### config.mk
export PLATFORM = sky130hd
export DESIGN_NAME = sta_front
export DESIGN_NICKNAME = d
export VERILOG_FILES = /design/src/hdl/sta_pkg.sv /design/src/hdl/sta_front.sv
export SDC_FILE = /design/constraint.sdc
export NUM_CORES = 1
export LEC_CHECK = 0
export ABC_CLOCK_PERIOD_IN_PS = 2500
export BUFFER_PORTS_ARGS = -buffer_cell sky130_fd_sc_hd__buf_2
export CAP_MARGIN = 40
export CELL_PAD_IN_SITES_DETAIL_PLACEMENT = 0
export CELL_PAD_IN_SITES_GLOBAL_PLACEMENT = 2
export CORE_MARGIN = 4
export CORE_UTILIZATION = 30
export CTS_BUF_LIST = sky130_fd_sc_hd__clkbuf_8
export DETAILED_ROUTE_END_ITERATION = 10
export PLACE_DENSITY_LB_ADDON = 0.1
export SETUP_SLACK_MARGIN = 0.3
export SLEW_MARGIN = 20
export SYNTH_ARGS = -nofsm -noshare
export SYNTH_HDL_FRONTEND = slang
export SYNTH_SLANG_ARGS = --single-unit
### constraint.sdc
create_clock -name clk -period 2.5 [get_ports clk]
set_input_delay 0.125 -clock clk [delete_from_list [all_inputs] [get_ports clk]]
set_output_delay 0.125 -clock clk [all_outputs]
set_load 0.02 [all_outputs]
### src/hdl/sta_pkg.sv
package sta_pkg;

  localparam int NUM_TAGS    = 255;
  localparam int QUEUE_DEPTH = 16;
  localparam int HANDLE_BITS = 16;

  localparam int TAG_W    = 8;
  localparam int STATUS_W = 3;

  localparam logic [TAG_W-1:0] PTR_NONE = 8'hFF;
  localparam logic [TAG_W-1:0] MAX_TAG  = 8'hFE;

  // free map is searched in groups of GRP_SZ tags
  localparam int OFF_W  = 4;
  localparam int GRP_SZ = 1 << OFF_W;
  localparam int GRP_N  = (NUM_TAGS + GRP_SZ - 1) / GRP_SZ;
  localparam int GRP_W  = (GRP_N > 1) ? $clog2(GRP_N) : 1;
  localparam int MAP_W  = GRP_N * GRP_SZ;

  localparam int QPTR_W = (QUEUE_DEPTH > 1) ? $clog2(QUEUE_DEPTH) : 1;
  localparam int QCNT_W = $clog2(QUEUE_DEPTH + 1);

  // result status codes
  localparam logic [STATUS_W-1:0] STS_SENT      = 3'd0;
  localparam logic [STATUS_W-1:0] STS_EVENT     = 3'd1;
  localparam logic [STATUS_W-1:0] STS_QUEUED    = 3'd2;
  localparam logic [STATUS_W-1:0] STS_DROPPED   = 3'd3;
  localparam logic [STATUS_W-1:0] STS_DONE      = 3'd4;
  localparam logic [STATUS_W-1:0] STS_UNMATCHED = 3'd5;

  // command kinds from the front classifier
  localparam logic [1:0] CMD_SEND   = 2'd0;
  localparam logic [1:0] CMD_EVENT  = 2'd1;
  localparam logic [1:0] CMD_REPLY  = 2'd2;
  localparam logic [1:0] CMD_BADTAG = 2'd3;

  typedef struct packed {
    logic [1:0]             kind;
    logic [HANDLE_BITS-1:0] handle;
    logic [TAG_W-1:0]       rtag;
  } cmd_t;

  typedef struct packed {
    logic             go;
    logic [TAG_W-1:0] start;
  } srch_req_t;

  typedef struct packed {
    logic             valid;
    logic [TAG_W-1:0] tag;
  } srch_rsp_t;

endpackage

### src/hdl/sta_front.sv
module sta_front (
  input  logic                            clk,
  input  logic                            rst_n,
  input  logic                            in_valid,
  output logic                            in_ready,
  input  logic                            in_func,
  input  logic [sta_pkg::HANDLE_BITS-1:0] in_request_id,
  input  logic                            in_is_event,
  input  logic [sta_pkg::TAG_W-1:0]       in_reply_tag,
  output logic                            cmd_valid,
  output sta_pkg::cmd_t                   cmd_head,
  input  logic                            cmd_pop
);
  import sta_pkg::*;

  cmd_t       slot_r [2];
  logic       wr_ptr_r, wr_ptr_nxt;
  logic       rd_ptr_r, rd_ptr_nxt;
  logic [1:0] cnt_r, cnt_nxt;
  cmd_t       in_cmd;
  logic       push;

  // classify the incoming item
  always_comb begin
    in_cmd.handle = in_request_id;
    in_cmd.rtag   = in_reply_tag;
    if (!in_func) begin
      in_cmd.kind = in_is_event ? CMD_EVENT : CMD_SEND;
    end else if (in_reply_tag > MAX_TAG || in_reply_tag >= TAG_W'(NUM_TAGS)) begin
      in_cmd.kind = CMD_BADTAG;
    end else begin
      in_cmd.kind = CMD_REPLY;
    end
  end

  assign in_ready  = (cnt_r != 2'd2);
  assign push      = in_valid && in_ready;
  assign cmd_valid = (cnt_r != 2'd0);
  assign cmd_head  = slot_r[rd_ptr_r];

  always_comb begin
    wr_ptr_nxt = push ? ~wr_ptr_r : wr_ptr_r;
    rd_ptr_nxt = cmd_pop ? ~rd_ptr_r : rd_ptr_r;
    cnt_nxt    = cnt_r;
    if (push && !cmd_pop) begin
      cnt_nxt = cnt_r + 2'd1;
    end else if (!push && cmd_pop) begin
      cnt_nxt = cnt_r - 2'd1;
    end
  end

  always_ff @(posedge clk) begin
    if (!rst_n) begin
      wr_ptr_r <= 1'b0;
      rd_ptr_r <= 1'b0;
      cnt_r    <= 2'd0;
    end else begin
      wr_ptr_r <= wr_ptr_nxt;
      rd_ptr_r <= rd_ptr_nxt;
      cnt_r    <= cnt_nxt;
    end
  end

  always_ff @(posedge clk) begin
    if (push) begin
      slot_r[wr_ptr_r] <= in_cmd;
    end
  end

endmodule

After elaboration in Yosys (flattened, before gate mapping)
Memory sizes are Yosys's and may differ from the RTL's. A register that Yosys moved wholly into a read port is not among the register bits.
Cells that the tools add are included.
{ "totals": {"elab_cells": 28, "out_inout_bits": 28, "register_bits": 4, "input_bits": 30, "ramBits": 52, "n_memories": 1} }
{ "memory_table": {"columns": ["name", "depth", "width", "read_ports", "rd_ports_with_merged_regs", "wr", "line", "source"], "rows": [
  ["slot_r", 2, 26, 1, 1, 1, "sta_front.sv:16", "cmd_t slot_r [2];"]
]} }
{ "classes": {"n_eq_ne": 1, "n_addsub": 2, "mux": 9, "bitwise_logic": 2, "magnitude_cmp": 2, "reduce_logical": 8} }
{ "ops": {"columns": ["cell", "n"], "rows": [
  ["8-bit greater-or-equal comparator, second input constant", 1],
  ["8-bit > comparator, second input constant", 1],
  ["1-bit two-way mux", 6],
  ["2-bit two-way mux", 3],
  ["2-bit nonzero test", 2],
  ["1-bit logical AND", 3],
  ["2-bit by 1-bit adder with 2-bit output, second input constant", 1],
  ["1-bit logical NOT", 2],
  ["2-bit inequality test, second input constant", 1],
  ["1-bit NOT", 2],
  ["2-bit by 1-bit subtractor with 2-bit output, second input constant", 1],
  ["1-bit logical OR", 1]
]} }

Logic depth before layout (Yosys ltp)
Gate-level depths: netlist of run 1.
{ "logic_depth": {"ltp_word": 6, "mapped_depth": 6, "ltp_nobuf": 6} }

Worst setup path before layout of run 1
Ideal clock, no wire load.
{ "synth_path": {"kind": "flip-flop to flip-flop", "start": "register cnt_r[0]", "end": "memory slot_r[1][0] (netlist name) (enable)", "synth_period_minus_slack_ns": 1.662, "setup_slack_ns": 0.838, "setup_time_ns": 0.385, "t_arrival_ns": 1.277, "path_stages_with_launch": 3, "cell_sequence": "dfxtp_1 > nand2b_4 > and3_1"} }
{ "synth_via": {"elab_chain_cells": 4} }
{ "synth_rtl": {"columns": ["item", "line", "source"], "rows": [
  ["start: declaration", "sta_front.sv:19", "logic [1:0] cnt_r, cnt_nxt;"],
  ["start signal: assignment", "sta_front.sv:60", "cnt_r <= cnt_nxt;"],
  ["2-bit inequality test", "sta_front.sv:36", "assign in_ready = (cnt_r != 2'd2);"],
  ["net in_ready", "sta_front.sv:5", "output logic in_ready,"],
  ["1-bit logical AND", "sta_front.sv:37", "assign push = in_valid && in_ready;"],
  ["1-bit two-way mux", "sta_front.sv:65", "if (push) begin"],
  ["1-bit two-way mux (implied by the code)", "sta_front.sv:66", "slot_r[wr_ptr_r] <= in_cmd;"],
  ["end: declaration", "sta_front.sv:16", null]
]} }
The timed path passes the listed nets, and every way through them passes these cells.

Worst setup path after layout of run 1
{ "layout_path": {"start": "register cnt_r[0]", "end": "register cnt_r[1]"} }
{ "layout_via": {"elab_chain_cells": 5, "elab_cells_between_ends": 10, "classes_between": "add/sub (2); eq/ne (1); mux (2); reduce/logical (5)"} }
{ "layout_rtl": {"columns": ["item"], "rows": [
  ["branches (longest 5 deep; another with 2-bit by 1-bit subtractor with 2-bit output)"]
]} }
Parallel ways; which one is timed is not known. The select of a mux whose other input is x is not followed.
A chain may end at the register's enable or synchronous reset.

==> reports/qor.txt, run 1 <==
commonest register cell after synthesis - edfxtp_1
pwr dens - 840 nW/µm²
P_leak - 1.15 nW
Clock H-tree levels - 3
Longest Clk Path Bufs - 2
Metal-1 WL - 1.79 mm
Worst R2R Start - cnt_r[0]
Critical Path AT - 1810 ps
VDD IR-drop max - 0.302 mV
CP Depth - 5
Synth Area in Compound Gates - 0.0181
Routed Antenna Nets - 0
CP Max Fanout - 5
Slew @ Worst Pin - 389 ps
Yosys top cell area share - 0.729
first-pass GRT wire length - 6.48 mm
Max Cap Viol - 0
vias per cell - 4.16
Final HPWL DP - 2.67 mm
# IOs - 58
Net Count, Synth - 141
Critical R2R Capture - cnt_r[1]
critical path endpoint - cnt_r[1]
most area-hungry cell type in the Yosys netlist - edfxtp_1
DRC Markers - 0
Mapped Area - 2140 µm²
all-layer global routing usage - 0.101
crit path from - cnt_r[0]
worst path bufs/invs - 0
Synth area leaders - edfxtp_1, mux2_2, dfxtp_1, and2_1, xor2_1
Synthesis Warnings - 0
sequential area share after synthesis - 0.775
DR top layer - met4
crit start category - register
worst slack, placed - 931 ps
DRT Pass-1 Iters - 3
Layout area overhead - 39.4%
FP Rows - 30
Ant. Diodes - 0
WL met2 - 1.95 mm
CP Capture Type - register
setup_tns - 0 ps
required time of the critical path - 2740 ps
setup bufs post-CTS - 0
CTS root buf - clkbuf_8
family with the most delay on the worst path - simple AND/OR/NAND/NOR gates
1st-iter DRT viols - 17
die area - 8560 µm²
Worst R2R Path Depth - 5
worst-case clock skew - 6.19 ps
initial antenna violation count - 0
setup violators final - 0
Final Cell Area - 2990 µm²
most numerous cell in the Yosys netlist - edfxtp_1
Syn Area/Cell - 19.5 µm²
Post-synth EDFFs - 52
gpl congestion - 0.659
Reg2Reg Setup Slack - 940 ps
CTS clock-pin slew for the worst setup and hold paths - 70 ps
commonest cells in the netlist - edfxtp_1, mux2_2, dfxtp_1
die height - 92.5 µm
largest net degree at the start of global routing - 27
via count - 1255
Adder-Cell Fraction of Synth Area - 0.00584
status - finished clean
Final nets - 232
cts bufs inserted - 9
fraction of layout cells with a size suffix above 1 - 0.505
CTS tree - built
Cells after DPL - 264
Post-Synth XOR/XNOR Area - 0.0123
final worst path period share - 0.625
WL/cell - 13.6 µm
Netlist cell types - 23
crit path max-delay cell type - or3_1
Pins Over Slew Limit - 0
mux contribution to synthesized area - 0.137
RSZ-0062 raised after global routing - no
Post-Layout Cell Count - 302
largest family of logic cells by synthesized area - multiplexers
setup ws final - 938 ps
Seq cells post-synth - 57
asr flop ratio synth - 0
Slew HR - 0.741
routed wire length - 4.12 mm
Clk Latency, worst-skew pair - 320 ps
Final min period - 1560 ps
WS Path Type - reg -> reg
Num Clock Sinks - 57
CP peak stage delay - 350 ps
area post-placement - 2560 µm²
chip width - 92.5 µm
min-delay worst type - in -> reg
vias in the first global route - 1332
cts hold-fix bufs - 21
fmax - 640 MHz
PostCTS Resize Cnt - 0
post-synthesis simple-gate area fraction - 0.0374
Core ar. - 6870 µm²
final hold violations - 0
GRT overflow - 0
number of port buffers - 57
metal3 WL - 286 µm
Initial Util - 0.312
CP cell instances - nand2b_4 > and2_1 > ha_1 > or3_1 > a21boi_1
cells after synthesis - 110
==> per-stage QoR <==
stage               hold slack [ps]  power (mW)  utilization
floorplan                       224        1.47            -
global placement                313        1.60        0.372
detailed placement              318        1.62        0.372
CTS                            1.54        2.56        0.434
global route                  0.100        2.64        0.435
finish                         24.7        2.51        0.435
==> worst min-delay path by stage <==
stage,cells past startpoint,startpoint,slack (ps),endpoint
4_1_cts,1,in_reply_tag[2],2,slot_r[0][2]
6_report,1,in_func,20,slot_r[0][25]
5_1_grt,1,in_func,0.1,slot_r[0][25]
3_3_place_gp,1,in_request_id[1],310,slot_r[0][9]
3_5_place_dp,1,in_request_id[1],320,slot_r[0][9]
2_1_floorplan,0,in_reply_tag[0],220,slot_r[0][0]
==> state kept, by name, summed over array words and instances, names as in the netlist, named ones only <==
| name | cells |
|---|---|
| cnt_r | 2 |
| slot_r | 52 |
| rd_ptr_r | 1 |
| wr_ptr_r | 1 |
==> where the power goes <==
part / switching [mW] / internal, mW / total [mW] / leakage, nW
combinational: 0.243 / 0.189 / 0.432 / 0.516
sequential: 0.0287 / 1.15 / 1.18 / 0.527
clock: 0.346 / 0.550 / 0.896 / 0.104
total: 0.618 / 1.89 / 2.51 / 1.15
==> per-layer routing <==
layer / track usage / up-vias
met2: 0.157 / 39
met5: 0 / -
met1: 0.119 / 602
met3: 0.0341 / 8
li1: - / 606
met4: 0.0668 / 0
==> placed cells by master (no fill, tap or decap), types with 2 or more instances in the layout <==
master / n
inv_1: 3
buf_4: 4
and2_1: 4
buf_2: 57
bufinv_16: 2
clkinv_1: 2
mux2_2: 26
clkbuf_8: 9
dlygate4sd3_1: 22
edfxtp_1: 52
clkinv_2: 2
dfxtp_1: 5
xor2_1: 2
==> kinds of logic after synthesis <==
family / after synthesis
AO/OA/AOI/OAI: 5
buffers and inverters: 6
adder cells (fa/ha/maj): 1
flip-flops: 57
AND/OR/NAND/NOR: 12
XOR/XNOR: 3
multiplexers: 26
==> layout make-up <==
class / count / area, µm²
sequential: 57 / 1660
timing repair buffer: 83 / 536
clock buffer: 9 / 124
fill: 644 / 3880
inverter: 3 / 11.3
multi-input combinational: 47 / 450
clock inverter: 7 / 85.1
tap: 96 / 120
Power figures use the tool's default switching activity.
==> inputs of run 2 (changes only) <==
Settings changed: ABC_CLOCK_PERIOD_IN_PS 2500 to 1250.
Clock period 2.5 ns to 1.25 ns, I/O delays scaled along.
==> run 2 against run 1 <==
  * The run now ends with setup timing left
  * Die area is the same
  * Power is 110% higher
  * Final cell count grew 7.6%
  * Routed wire length up 13%
  * Largest cell class unchanged
==> reports/qor.txt, run 2 (same netlist as run 1, synthesis figures left out) <==
Slew @ Worst Pin - 335 ps
gpl congestion - 0.666
Critical R2R Capture - cnt_r[1]
Largest regs - slot_r: 52 flops, cnt_r: 2 flops
WL/cell - 14.3 µm
Critical Path AT - 1380 ps
largest net degree at the start of global routing - 11
FP Rows - 30
initial antenna violation count - 0
GRT overflow - 0
Max Cap Viol - 0
Final nets - 256
status - complete, but fails checks
die height - 92.5 µm
final hold violations - 0
Reg2Reg Setup Slack - -160 ps
vias per cell - 4.18
pwr dens - 1510 nW/µm²
cts bufs inserted - 9
max reg flops - 52
CTS clock-pin slew for the worst setup and hold paths - 60 ps
CTS root buf - clkbuf_8
Routed Antenna Nets - 0
CTS tree - built
CP Capture Type - output port
worst path bufs/invs - 2
first-pass GRT wire length - 7.41 mm
routed wire length - 4.64 mm
CP peak stage delay - 390 ps
WS Path Type - reg -> out
hold path start - in_valid
commonest non-fill, non-tap cell in the layout - edfxtp_1
Core ar. - 6870 µm²
Layout area overhead - 66.6%
fraction of layout cells with a size suffix above 1 - 0.568
final core utilization - 0.520
Ant. Diodes - 0
Biggest register - slot_r
Initial Util - 0.312
critical path endpoint - cmd_head[4]
CP cell instances - buf_12 > mux2_2 > buf_2
Clock H-tree levels - 3
crit path max-delay cell type - dfxtp_4
violated checks - setup timing
CP Max Fanout - 9
Slew HR - 0.776
fmax - 694 MHz
Num Clock Sinks - 57
Worst R2R Start - cnt_r[0]
Worst R2R Path Depth - 6
all-layer global routing usage - 0.116
Pins Over Slew Limit - 0
Final min period - 1440 ps
min-delay worst type - in -> reg
Longest Clk Path Bufs - 2
number of port buffers - 57
DRC Markers - 0
VDD IR-drop max - 0.766 mV
setup ws final - -191 ps
crit start category - register
required time of the critical path - 1190 ps
worst-case clock skew - 3.82 ps
Clk Latency, worst-skew pair - 320 ps
family with the most delay on the worst path - flip-flops
# IOs - 58
setup violators final - 76
RSZ-0062 raised after global routing - yes
Final HPWL DP - 2.99 mm
CP Depth - 3
chip width - 92.5 µm
worst slack, placed - -130 ps
DRT Pass-1 Iters - 4
die area - 8560 µm²
final worst path period share - 1.15
P_leak - 1.43 nW
vias in the first global route - 1511
via count - 1360
1st-iter DRT viols - 63
commonest cells after routing, fill and taps aside - edfxtp_1, buf_2, buf_6, dlygate4sd3_1, mux2_4
total power - 5.40 mW
run 2: cell types whose count changed in the layout (fill, tap and decap cells not counted), moves of 2 or more:
| cell | delta |
|---|---|
| buf_12 | +6 |
| buf_16 | +2 |
| buf_2 | -19 |
| buf_6 | +28 |
| buf_8 | +3 |
| dfxtp_1 | -3 |
| dfxtp_2 | +2 |
| dlygate4sd3_1 | +4 |
| mux2_2 | -21 |
| mux2_4 | +21 |
run 2: worst reg2reg max path, cell delays in order (launching register included):
cell and delay [ps]:
dfxtp_2 320, nand2b_4 140, and2_4 140, ha_4 150, xor2_2 140, or3_1 310
a21boi_1 140
run 2: report_power, final:
| part | leakage (nW) | switching [mW] | total [mW] | internal (mW) |
|---|---|---|---|---|
| Sequential | 0.528 | 0.0656 | 2.38 | 2.31 |
| Clock | 0.0951 | 0.662 | 1.54 | 0.880 |
| Combinational | 0.805 | 0.611 | 1.48 | 0.867 |
| Total | 1.43 | 1.34 | 5.40 | 4.06 |
run 2: cell type report:
cell class,count,area [µm²]
fill,593,3300
sequential,57,1670
timing repair buffer,107,1030
multi-input combinational,47,559
clock buffer,9,124
tap,96,120
clock inverter,6,51.3
inverter,3,15.0
run 2: per-layer routing:
metal / part of all wire / GRT usage / routed length, µm / vias up
met4: 0.024 / 0.0705 / 110 / 0
met5: 0 / 0 / 0 / -
met2: 0.52 / 0.191 / 2420 / 42
li1: - / - / - / 653
met1: 0.40 / 0.131 / 1850 / 655
met3: 0.056 / 0.0349 / 259 / 10
run 2: through the flow:
step | std cells | instance area (µm²) | setup TNS (ps) | hold slack (ps)
6_report | 325 | 3570 | -6990 | 95.4
5_1_grt | 325 | 3570 | -10970 | 96.6
4_1_cts | 322 | 3400 | -8180 | 73.7
3_5_place_dp | 272 | 2730 | -937 | 254
3_3_place_gp | 272 | 2730 | -288 | 252
2_1_floorplan | 110 | 2260 | -6440 | 161
run 2: worst min path at each step:
stage / endpoint / depth (start not counted) / slack [ps]
floorplan: slot_r[0][0] / 0 / 160
global placement: slot_r[1][21] / 1 / 250
detailed placement: slot_r[1][19] / 1 / 250
CTS: wr_ptr_r / 3 / 70
global route: rd_ptr_r / 3 / 100
finish: wr_ptr_r / 3 / 100
run 2: what timing repair did:
item,CTS,global route
gates resized for setup,26,46
pin swaps,3,2
hold endpoints to repair,51,0
hold buffers,26,0
endpoints found under the setup margin,83,83
buffers inserted,6,2
cloned,3,1
