`config.mk`:
```
export PLATFORM = sky130hd
export DESIGN_NAME = sta_search
export DESIGN_NICKNAME = d
export VERILOG_FILES = /design/src/hdl/sta_pkg.sv /design/src/hdl/sta_search.sv
export SDC_FILE = /design/constraint.sdc
export NUM_CORES = 1
export LEC_CHECK = 0
export BUFFER_PORTS_ARGS = -buffer_cell sky130_fd_sc_hd__buf_2
export CAP_MARGIN = 0
export CORE_ASPECT_RATIO = 1.2
export CORE_MARGIN = 3
export CORE_UTILIZATION = 50
export CTS_BUF_LIST = sky130_fd_sc_hd__clkbuf_2 sky130_fd_sc_hd__clkbuf_4 sky130_fd_sc_hd__clkbuf_8
export CTS_CLUSTER_SIZE = 40
export DETAILED_ROUTE_END_ITERATION = 16
export HOLD_SLACK_MARGIN = 0.02
export PLACE_DENSITY_LB_ADDON = 0.2
export SYNTH_ARGS = -nofsm -noshare
export SYNTH_HDL_FRONTEND = slang
export SYNTH_SLANG_ARGS = --single-unit
```
`constraint.sdc`:
```
create_clock -name clk -period 3.35 [get_ports clk]
set_input_delay 0.335 -clock clk [delete_from_list [all_inputs] [get_ports clk]]
set_output_delay 0.335 -clock clk [all_outputs]
set_load 0.03 [all_outputs]
```
`src/hdl/sta_pkg.sv`:
```
package sta_pkg;

  localparam int NUM_TAGS    = 255;
  localparam int QUEUE_DEPTH = 16;
  localparam int HANDLE_BITS = 16;

  localparam int TAG_W    = 8;
  localparam int STATUS_W = 3;

  localparam logic [TAG_W-1:0] PTR_NONE = 8'hFF;
  localparam logic [TAG_W-1:0] MAX_TAG  = 8'hFE;

  // free map is searched in groups of GRP_SZ tags
  localparam int OFF_W  = 4;
  localparam int GRP_SZ = 1 << OFF_W;
  localparam int GRP_N  = (NUM_TAGS + GRP_SZ - 1) / GRP_SZ;
  localparam int GRP_W  = (GRP_N > 1) ? $clog2(GRP_N) : 1;
  localparam int MAP_W  = GRP_N * GRP_SZ;

  localparam int QPTR_W = (QUEUE_DEPTH > 1) ? $clog2(QUEUE_DEPTH) : 1;
  localparam int QCNT_W = $clog2(QUEUE_DEPTH + 1);

  // result status codes
  localparam logic [STATUS_W-1:0] STS_SENT      = 3'd0;
  localparam logic [STATUS_W-1:0] STS_EVENT     = 3'd1;
  localparam logic [STATUS_W-1:0] STS_QUEUED    = 3'd2;
  localparam logic [STATUS_W-1:0] STS_DROPPED   = 3'd3;
  localparam logic [STATUS_W-1:0] STS_DONE      = 3'd4;
  localparam logic [STATUS_W-1:0] STS_UNMATCHED = 3'd5;

  // command kinds from the front classifier
  localparam logic [1:0] CMD_SEND   = 2'd0;
  localparam logic [1:0] CMD_EVENT  = 2'd1;
  localparam logic [1:0] CMD_REPLY  = 2'd2;
  localparam logic [1:0] CMD_BADTAG = 2'd3;

  typedef struct packed {
    logic [1:0]             kind;
    logic [HANDLE_BITS-1:0] handle;
    logic [TAG_W-1:0]       rtag;
  } cmd_t;

  typedef struct packed {
    logic             go;
    logic [TAG_W-1:0] start;
  } srch_req_t;

  typedef struct packed {
    logic             valid;
    logic [TAG_W-1:0] tag;
  } srch_rsp_t;

endpackage

```
`src/hdl/sta_search.sv`:
```
module sta_search (
  input  logic                      clk,
  input  logic                      rst_n,
  input  sta_pkg::srch_req_t        req,
  input  logic [sta_pkg::MAP_W-1:0] free_map,
  output sta_pkg::srch_rsp_t        rsp
);
  import sta_pkg::*;

  logic [GRP_N-1:0]  gne;
  logic [GRP_W-1:0]  sg;
  logic [OFF_W-1:0]  so;
  logic [GRP_SZ-1:0] grp_bits;
  logic              hit_self;
  logic              fwd_found, wrap_found;
  logic [GRP_W-1:0]  fwd_grp, wrap_grp;

  logic              s1_valid_r;
  logic              s1_found_r, s1_found_nxt;
  logic              s1_mask_r, s1_mask_nxt;
  logic [GRP_W-1:0]  s1_grp_r, s1_grp_nxt;
  logic [OFF_W-1:0]  s1_off_r;

  logic [GRP_SZ-1:0] s2_bits;
  logic [OFF_W-1:0]  s2_off;

  assign sg       = req.start[OFF_W +: GRP_W];
  assign so       = req.start[OFF_W-1:0];
  assign grp_bits = free_map[{sg, {OFF_W{1'b0}}} +: GRP_SZ];
  assign hit_self = |(grp_bits & ({GRP_SZ{1'b1}} << so));

  // first stage: pick the group that holds the next free tag
  always_comb begin
    for (int g = 0; g < GRP_N; g++) begin
      gne[g] = |free_map[g*GRP_SZ +: GRP_SZ];
    end
  end

  always_comb begin
    fwd_found  = 1'b0;
    fwd_grp    = '0;
    wrap_found = 1'b0;
    wrap_grp   = '0;
    for (int g = GRP_N - 1; g >= 0; g--) begin
      if (gne[g] && GRP_W'(g) > sg) begin
        fwd_found = 1'b1;
        fwd_grp   = GRP_W'(g);
      end
      if (gne[g] && GRP_W'(g) <= sg) begin
        wrap_found = 1'b1;
        wrap_grp   = GRP_W'(g);
      end
    end
  end

  always_comb begin
    s1_found_nxt = hit_self || fwd_found || wrap_found;
    s1_mask_nxt  = hit_self;
    if (hit_self) begin
      s1_grp_nxt = sg;
    end else if (fwd_found) begin
      s1_grp_nxt = fwd_grp;
    end else begin
      s1_grp_nxt = wrap_grp;
    end
  end

  always_ff @(posedge clk) begin
    if (!rst_n) begin
      s1_valid_r <= 1'b0;
    end else begin
      s1_valid_r <= req.go;
    end
  end

  always_ff @(posedge clk) begin
    s1_found_r <= s1_found_nxt;
    s1_mask_r  <= s1_mask_nxt;
    s1_grp_r   <= s1_grp_nxt;
    s1_off_r   <= so;
  end

  // second stage: lowest free tag inside the chosen group, at or above the start offset in the start's own group
  assign s2_bits = free_map[{s1_grp_r, {OFF_W{1'b0}}} +: GRP_SZ] &
                   (s1_mask_r ? ({GRP_SZ{1'b1}} << s1_off_r) : {GRP_SZ{1'b1}});

  always_comb begin
    s2_off = '0;
    for (int b = GRP_SZ - 1; b >= 0; b--) begin
      if (s2_bits[b]) begin
        s2_off = OFF_W'(b);
      end
    end
  end

  assign rsp.valid = s1_valid_r;
  assign rsp.tag   = s1_found_r ? TAG_W'({s1_grp_r, s2_off}) : PTR_NONE;

endmodule

```
## Word-level counts from Yosys, hierarchy flattened

Index checks and enable logic that the tools add are counted.

- Reduce and logical (&&, ||, !) cells: 51
- Magnitude comparators: 32
- Bitwise operators: 2
- Shift operators: 4
- Multiplexer cells: 84

Operators by type and width:

| kind | number |
|---|---|
| $shiftx 256x9->16 | 2 |
| $reduce_or 16->1 | 17 |
| $mux 4 | 50 |
| $and 16x16->16 | 2 |
| $gt 4x4->1 const A | 8 |
| $le 4x4->1 const A | 8 |
| $logic_and 1x1->1 | 32 |
| $mux 1 | 32 |
| $shl 16x4->16 const A | 2 |
| $gt 3x4->1 const A | 4 |
| $le 3x4->1 const A | 4 |
| $mux 16 | 1 |
| $gt 1x4->1 const A | 2 |
| $gt 2x4->1 const A | 2 |
| $le 1x4->1 const A | 2 |
| $le 2x4->1 const A | 2 |
| $mux 8 | 1 |
| $logic_or 1x1->1 | 2 |

- Logic and storage cells: 178
- Register bits: 11

## Longest topological paths before layout

Gate-level depths: netlist of the first run.

- Depth after elaboration: 20
- Gate-level depth with buffers: 11

## Least setup slack after synthesis of the first run

Ideal clock, no wire load.

- Kind: register to output
- From: register s1_grp_r[0]
- To: output rsp[0] (netlist bit)
- Stages on the path, launching flop included: 9
- Arrival time: 3.417 ns
- Path slack: -0.402 ns
- Cell sequence: dfxtp_1 > buf_6 > buf_2 > buf_2 > mux4_2 > mux4_2 > nand2_1 > a21oi_1 > o311ai_0

RTL lines:

| what | line | RTL |
|---|---|---|
| start, declared | sta_search.sv:21 | `logic [GRP_W-1:0] s1_grp_r, s1_grp_nxt;` |
| start signal, assigned | sta_search.sv:79 | `s1_grp_r <= s1_grp_nxt;` |
| end, declared | sta_search.sv:6 | `output sta_pkg::srch_rsp_t rsp` |

==> impl_metrics.toml, run 1 <==
[grt]
grt_pass1_vias = 8064
grt_overflow = 0
grt_pass1_wl_mm = 48.3
antenna_found_initial = 0
grt_usage_pct = 47.7
grt_max_degree = 34

[route]
final_antenna_net_count = 0
wl_mm = 32.7
drc = 0
via_count = 8166
vias_per_cell = 7.94
drtIter0Drc = 1453
routedWlPerCell_um = 31.8
drt-pass1-iter-count = 6

[logic_synthesis]
netlist_top_cells_area = "mux4_2, nor4_1, dfxtp_1"
synth_area_um2 = 6060
ys_types = 63
ys.flop_type = "dfxtp_1"
netlist.area_leader.share_pct = 49.1
syn_inst = 578
synth-edff-count = 0
avgSynthCellArea_um2 = 10.5
async_reset_ff_share_pct = 0
yosysSeqAreaShare_pct = 3.63
yosysTopAreaCell = "mux4_2"
yosysWarnings = 0
ys_ff_latch = 11
syn_nets = 845

[critical_path]
cpMaxStageDelayCell = "mux4_2"
setup.worst_path.class = "reg2out"
cp_max_fo = 6
worstSetupStartpointType = "register"
critPathRequiredTime_ns = 3.01
end_kind = "output port"
cpPeakStageDelay_ns = 0.55
crit_chain = "buf_6 > buf_8 > mux4_2 > mux4_2 > o21a_1 > or2_1 > or3_4 > o31ai_4 > buf_6"
critical_path_arrival_ns = 3.08

[clocking]
cts.sinks = 11
path_clk_slew_ns = 0.05
htree_num_levels = 1
clockBufferDepth = 2
cts_inserted_buffers = 3
cts-root-buf = "clkbuf_8"
tritoncts = "done"

[floorplan]
die_area_um2 = 13500
core_um2 = 11700
num_rows = 43
io_pins = 276
die_h_um = 127
die_w_um = 107
start_util_pct = 51.7

[sta]
fin_ws_ns = -0.0695
setup_viol = 3
rsz0062_at_grt = "yes"
tns_ns = -0.0888
max_slew.worst_pin.slew_ns = 0.911
finalHoldViolCount = 0
slew_headroom_pct = 38.7
fmax_mhz = 292
drv_slew = 0
period_minus_slack_ns = 3.42
period_share_pct = 102

[power_and_ir_drop]
leakage_nw = 3.25
p_per_area_nw_per_um2 = 210
vdd_drop_max_mv = 0.127

[cells_and_area]
syn2layout_area_growth_pct = 35.7
final_cell_mix = "buf_2, mux4_2, nor4_1, buf_4, nand2_1"
n_antenna_cell = 0
drive_above_1_share_pct = 59.4
fillCellCount = 972
nets = 1140
instances_no_fill = 1029
mostFrequentLayoutCell = "buf_2"

[outcome]
violations = "negative setup slack"
outcome = "finished with violations"

[place]
dp_cells = 1011
hpwlAfterDp_mm = 27.1
gp_congestion = 1.18
numPortBuffers = 275

[min_path]
hold_path.class = "in2reg"

[run]
maxCapViolCount = 0
==> worst max-delay path, delay by kind of cell (launching register included) <==
family	cells	cell delay, ns
compound gates	2	0.38
flops	1	0.36
buf+inv	3	0.43
mux	2	1.04
simple gates	2	0.62
==> through the flow <==
| step | util [%] | area [um^2] | total power [W] | worst slack, ns | hold slack [ns] |
|---|---|---|---|---|---|
| after floorplan | - | 6070 | 0.000892 | -0.0386 | 0.363 |
| final | 70.1 | 8220 | 0.00172 | -0.0695 | 0.310 |
| after CTS | 69.0 | 8090 | 0.00162 | -0.0336 | 0.305 |
| after detailed placement | 66.8 | 7830 | 0.00141 | 0.0470 | 0.552 |
| after global placement | 66.8 | 7830 | 0.00139 | 0.101 | 0.533 |
| after global routing | 70.1 | 8220 | 0.00178 | -0.111 | 0.306 |
==> layer usage <==
metal  global-route usage [%]  up-vias  wire length [um]
li1                         -     3213                 -
met2                     76.0      917             15000
met1                     57.9     3829              9710
met4                     30.9        0              3030
met3                     11.5      207              4950
met5                        0        -                 0
==> Yosys cell counts (all sizes together) (3+ instances only) <==
master  instances
a31oi          12
a211oi          8
a21o            7
or4             5
mux2i           9
dfxtp          11
nor2b           4
nand2          35
a311oi          4
buf            37
or2             6
o31ai           4
o41ai           3
a22o            4
inv             7
o22ai           4
a41oi          14
o211ai          4
nand2b          7
or3             3
mux2            4
a221oi          4
nor2           24
a21oi          21
and2            8
o21a            8
mux4          140
nand3          13
clkbuf         18
a22oi           9
and4            4
nand3b          4
nand4          15
nor4           63
o21ai          19
nor3            9
==> worst paths after layout <==
check	slack, ns	end	depth (start not counted)	start
worst max-delay path	-0.07	rsp[3]	9	s1_grp_r[0]
worst min-delay path	0.31	s1_valid_r	2	req[8]
==> cell families after synthesis <==
| group | count (synthesis) | synth area share [%] |
|---|---|---|
| buffers and inverters | 62 | 5.16 |
| and+or+nand+nor | 204 | 18.7 |
| DFF | 11 | 3.63 |
| muxes | 153 | 54.7 |
| AOI/OAI and AO/OA | 148 | 17.8 |
==> timing repair <==
item | in CTS | in global routing
pin swaps | 9 | 6
hold buffers | 0 | 0
setup endpoints to repair | 4 | 4
resized for setup | 29 | 21
setup buffers | 10 | 3
gates cloned | 1 | 0
==> registers in the layout (all words and copies together), names as in the netlist <==
signal      count
s1_mask_r       1
s1_grp_r        4
s1_off_r        4
s1_found_r      1
s1_valid_r      1
==> report_power, final <==
part           leakage [nW]  switching, W  internal (W)
Clock                0.0262     0.0000535     0.0000920
Combinational          3.13      0.000729      0.000695
Sequential           0.0927     0.0000151      0.000138
==> final cells by class <==
class / count / area [um^2] / share of cell area [%]
Multi-Input combinational cell: 505 / 5670 / 68.9
Sequential cell: 11 / 228 / 2.77
Timing Repair Buffer: 345 / 2060 / 25.0
Tap cell: 157 / 196 / 2.39
Clock buffer: 4 / 48.8 / 0.593
Inverter: 7 / 26.3 / 0.319
(Power assumes the default switching activity.)
==> inputs of run 2 (changes only) <==
--- a/config.mk
+++ b/config.mk
@@ -14,6 +14,7 @@
 export CTS_CLUSTER_SIZE = 40
 export DETAILED_ROUTE_END_ITERATION = 16
 export HOLD_SLACK_MARGIN = 0.02
+export MAX_ROUTING_LAYER = met4
 export PLACE_DENSITY_LB_ADDON = 0.2
 export SYNTH_ARGS = -nofsm -noshare
 export SYNTH_HDL_FRONTEND = slang
==> run 2 against run 1 <==
The flow still finishes with violations (negative setup slack). Setup slack lost 0.099 ns. Non-clock buffer count grew 7. First-iteration DRC count shrank 3.6%. Largest cell class unchanged.
==> impl_metrics.toml, run 2 (synthesized netlist as in run 1, its figures left out) <==
[sta]
rsz0062_at_grt = "yes"
max_slew.worst_pin.slew_ns = 0.963
setup_viol = 4
drv_slew = 0
fmax_mhz = 284
fin_ws_ns = -0.169
finalHoldViolCount = 0
slew_headroom_pct = 35.2
period_share_pct = 105
period_minus_slack_ns = 3.52

[min_path]
holdPathStages = 2
worstHoldStart = "req[8]"
hold_path.class = "in2reg"

[power_and_ir_drop]
vdd_drop_max_mv = 0.128
p_per_area_nw_per_um2 = 212
power.total_w = 0.00174
leakage_nw = 3.28

[route]
final_antenna_net_count = 0
via_count = 8441
drt-pass1-iter-count = 7
drc = 0
vias_per_cell = 8.15
wl_mm = 33.3
drtIter0Drc = 1400
routedWlPerCell_um = 32.1

[floorplan]
io_pins = 276
num_rows = 43
die_area_um2 = 13500
start_util_pct = 51.7
die_h_um = 127
core_um2 = 11700
die_w_um = 107

[cells_and_area]
n_antenna_cell = 0
final_cell_mix = "buf_2, mux4_2, buf_4, nor4_1, nand2_1"
mostFrequentLayoutCell = "buf_2"
final_area_um2 = 8240
drive_above_1_share_pct = 59.3
syn2layout_area_growth_pct = 36.0
fillCellCount = 935
top_regs = "s1_grp_r (4), s1_off_r (4)"
nets = 1147

[clocking]
clockBufferDepth = 2
ctsHoldBuffers = 0
cts.sinks = 11
path_clk_slew_ns = 0.06
tritoncts = "done"
cts-root-buf = "clkbuf_8"
cts_inserted_buffers = 3
htree_num_levels = 1

[place]
placed_cell_area_um2 = 7830
hpwlAfterDp_mm = 27.0
numPortBuffers = 275
pre_cts_ws_ns = -0.00969
gp_congestion = 1.14

[critical_path]
critPathRequiredTime_ns = 3.01
crit_start = "s1_grp_r[0]"
setup.worst_path.class = "reg2out"
worstSetupStartpointType = "register"
critical_path_arrival_ns = 3.18
end_kind = "output port"
cp_max_fo = 7

[grt]
grt_busiest_layer = "met2"
grt_pass1_vias = 8052
grt_use_met2_pct = 78.9
grt_overflow = 0
grtUsageMet1_pct = 58.6
grt_usage_pct = 49.7
grt_pass1_wl_mm = 48.9
antenna_found_initial = 0
grt.met3_usage_pct = 10.3
grt_max_degree = 33

[run]
maxCapViolCount = 0

[outcome]
outcome = "finished with violations"
violations = "negative setup slack"
run 2: critical path: stages, from the launching register on:
cell and delay [ns]:
dfxtp_4 0.37, buf_6 0.13, buf_8 0.12, buf_4 0.14, mux4_2 0.50, mux2i_1 0.22
mux2i_1 0.25, and2_1 0.28, o31ai_2 0.28, a211oi_2 0.10, o311ai_1 0.30, buf_4 0.23
run 2: path summary, 6_finish.rpt:
path,to,slack [ns]
min,s1_valid_r,0.30
max,rsp[0],-0.17
run 2: power breakdown:
part / total, W / switching (W) / internal (W)
Clock: 0.000150 / 0.0000580 / 0.0000921
Sequential: 0.000151 / 0.0000128 / 0.000138
Combinational: 0.00144 / 0.000742 / 0.000701
Total: 0.00174 / 0.000813 / 0.000932
run 2: cell type report:
type / count / area, um^2 / area share (%)
Tap cell: 157 / 196 / 2.38
Multi-Input combinational cell: 505 / 5640 / 68.4
Clock buffer: 4 / 48.8 / 0.592
Timing Repair Buffer: 352 / 2100 / 25.5
Sequential cell: 11 / 225 / 2.73
Inverter: 7 / 26.3 / 0.319
run 2: layer usage:
layer | part of all wire [%] | vias to the layer above
met2 | 46 | 1023
met5 | 0 | -
met4 | 9.5 | 0
met1 | 30 | 3918
li1 | - | 3224
met3 | 15 | 276
run 2: stage by stage:
stage | setup TNS [ns] | std cells | hold WS (ns) | util, %
6_report | -0.423 | 1036 | 0.298 | 70.3
5_1_grt | -0.654 | 1036 | 0.305 | 70.3
4_1_cts | -0.163 | 1030 | 0.301 | 69.4
3_5_place_dp | -0.00969 | 1008 | 0.547 | 66.8
3_3_place_gp | 0 | 1008 | 0.532 | 66.8
2_1_floorplan | -0.0386 | 578 | 0.363 | -
run 2: repair_timing:
| item | in CTS | in global routing |
|---|---|---|
| setup endpoints to repair | 4 | 4 |
| pin swaps | 7 | 10 |
| gates resized for setup | 28 | 16 |
| buffers inserted | 18 | 6 |
==> inputs of run 3 (changes only) <==
--- a/config.mk
+++ b/config.mk
@@ -6,7 +6,6 @@
 export NUM_CORES = 1
 export LEC_CHECK = 0
 export BUFFER_PORTS_ARGS = -buffer_cell sky130_fd_sc_hd__buf_2
-export CAP_MARGIN = 0
 export CORE_ASPECT_RATIO = 1.2
 export CORE_MARGIN = 3
 export CORE_UTILIZATION = 50
@@ -15,7 +14,7 @@
 export DETAILED_ROUTE_END_ITERATION = 16
 export HOLD_SLACK_MARGIN = 0.02
 export MAX_ROUTING_LAYER = met4
-export PLACE_DENSITY_LB_ADDON = 0.2
+export PLACE_DENSITY_LB_ADDON = 0.1
 export SYNTH_ARGS = -nofsm -noshare
 export SYNTH_HDL_FRONTEND = slang
 export SYNTH_SLANG_ARGS = --single-unit
==> run 3 against run 2 <==
The flow still finishes with violations (negative setup slack). Worst hold slack is essentially flat. Non-clock buffer count shrank 8. Largest power group unchanged. Power shrank 3.9%. Combinational power shrank 5%. Sequential share of layout area grew 0.093 points. Largest cell class unchanged. Final area shrank 1.7%. Fmax grew 1.5%. Critical path depth shrank 3. Global-route usage shrank 2.4 points.
==> impl_metrics.toml, run 3 (synthesized netlist as in run 1, its figures left out) <==
[clocking]
cts-root-buf = "clkbuf_8"
cts_inserted_buffers = 3
clockBufferDepth = 2
tritoncts = "done"
path_clk_slew_ns = 0.06
cts.sinks = 11
htree_num_levels = 1

[sta]
tns_ns = -0.158
period_minus_slack_ns = 3.47
slew_headroom_pct = 35.0
max_slew.worst_pin.slew_ns = 0.966
fin_ws_ns = -0.116
period_share_pct = 103
hold_slack_ns = 0.297
finalHoldViolCount = 0
fmax_mhz = 288
drv_slew = 0
rsz0062_at_grt = "yes"
setup_viol = 3

[outcome]
violations = "negative setup slack"
outcome = "finished with violations"

[critical_path]
cp_num_buf_inv = 2
crit_chain = "clkbuf_16 > mux4_1 > mux4_2 > o21a_1 > or2_1 > or3_4 > o31ai_4 > buf_6"
critical_path_arrival_ns = 3.13
end_kind = "output port"
cp_max_fo = 5
worstSetupStartpointType = "register"
critPathRequiredTime_ns = 3.01
critPathTopFamily = "multiplexers"
cp_num_cells = 8
setup.worst_path.class = "reg2out"
cpPeakStageDelay_ns = 0.56
cpMaxStageDelayCell = "mux4_1"

[route]
routedWlPerCell_um = 31.3
via_count = 8258
drt-pass1-iter-count = 8
wl_mm = 32.2
final_antenna_net_count = 0
drtIter0Drc = 1521
vias_per_cell = 8.03
drc = 0

[power_and_ir_drop]
p_per_area_nw_per_um2 = 207
power.total_w = 0.00168
vdd_drop_max_mv = 0.129
leakage_nw = 3.22

[place]
numPortBuffers = 275
pre_cts_ws_ns = -0.00181
hpwlAfterDp_mm = 26.8
gp_congestion = 1.14
placed_cell_area_um2 = 7860

[cells_and_area]
multi_input_area_um2 = 5560
regArea_um2 = 229
nets = 1139
final_area_um2 = 8100
syn2layout_area_growth_pct = 33.7
final_cell_mix = "buf_2, mux4_2, nor4_1, buf_4, nand2_1"
drive_above_1_share_pct = 58.3
top_regs = "s1_grp_r (4), s1_off_r (4)"
mostFrequentLayoutCell = "buf_2"
fillCellCount = 966

[floorplan]
die_w_um = 107
start_util_pct = 51.7
io_pins = 276
num_rows = 43
die_area_um2 = 13500
die_h_um = 127
core_um2 = 11700

[grt]
grt_usage_pct = 47.3
grt_pass1_wl_mm = 47.1
grt_overflow = 0
antenna_found_initial = 1
grt_max_degree = 37
grt_pass1_vias = 7971

[min_path]
worstHoldStart = "req[8]"
holdPathStages = 2
min_to = "s1_valid_r"
hold_path.class = "in2reg"

[run]
maxCapViolCount = 0
## run 3: how the worst max path moves through the flow
stage / start / to / slack, ns
final: s1_grp_r[0] / rsp[3] / -0.12
after global routing: s1_grp_r[0] / rsp[0] / -0.11
after CTS: s1_grp_r[0] / rsp[3] / 0.0003
after global placement: s1_grp_r[0] / rsp[0] / 0.12
after detailed placement: s1_grp_r[0] / rsp[3] / -0.002
after floorplan: s1_grp_r[0] / rsp[0] / -0.04
## run 3: area by class of cell
class	instances	share of cell area, %
inverter	7	0.324
multi-input combinational	505	68.7
sequential	11	2.83
tap	157	2.42
clock buffer	4	0.602
antenna	1	0.0309
timing repair buffer	344	25.1
## run 3: where the power goes
part	leakage (nW)	switching [W]	internal, W	total, W
registers	0.0928	0.0000237	0.000138	0.000162
logic	3.10	0.000698	0.000669	0.00137
clock network	0.0262	0.0000555	0.0000919	0.000147
## run 3: what timing repair did
item                       4_1_cts  5_1_grt
buffers inserted                 5        2
pin swaps                        2        1
setup endpoints to repair        4        4
hold buffers                     0        0
resized for setup               20       16
cloned                           0        1
## run 3: stage by stage
stage,std cells,util (%)
final,1029,69.1
after global routing,1029,69.1
after CTS,1025,68.3
after detailed placement,1016,67.0
after global placement,1016,67.0
after floorplan,578,-
## run 3: metal layers
layer / up-vias / track usage (%) / share of wire, %
met4: 0 / 29.7 / 9.7
li1: 3211 / - / -
met2: 939 / 75.5 / 46
met1: 3823 / 54.1 / 30
met5: - / - / 0
met3: 285 / 10.6 / 15
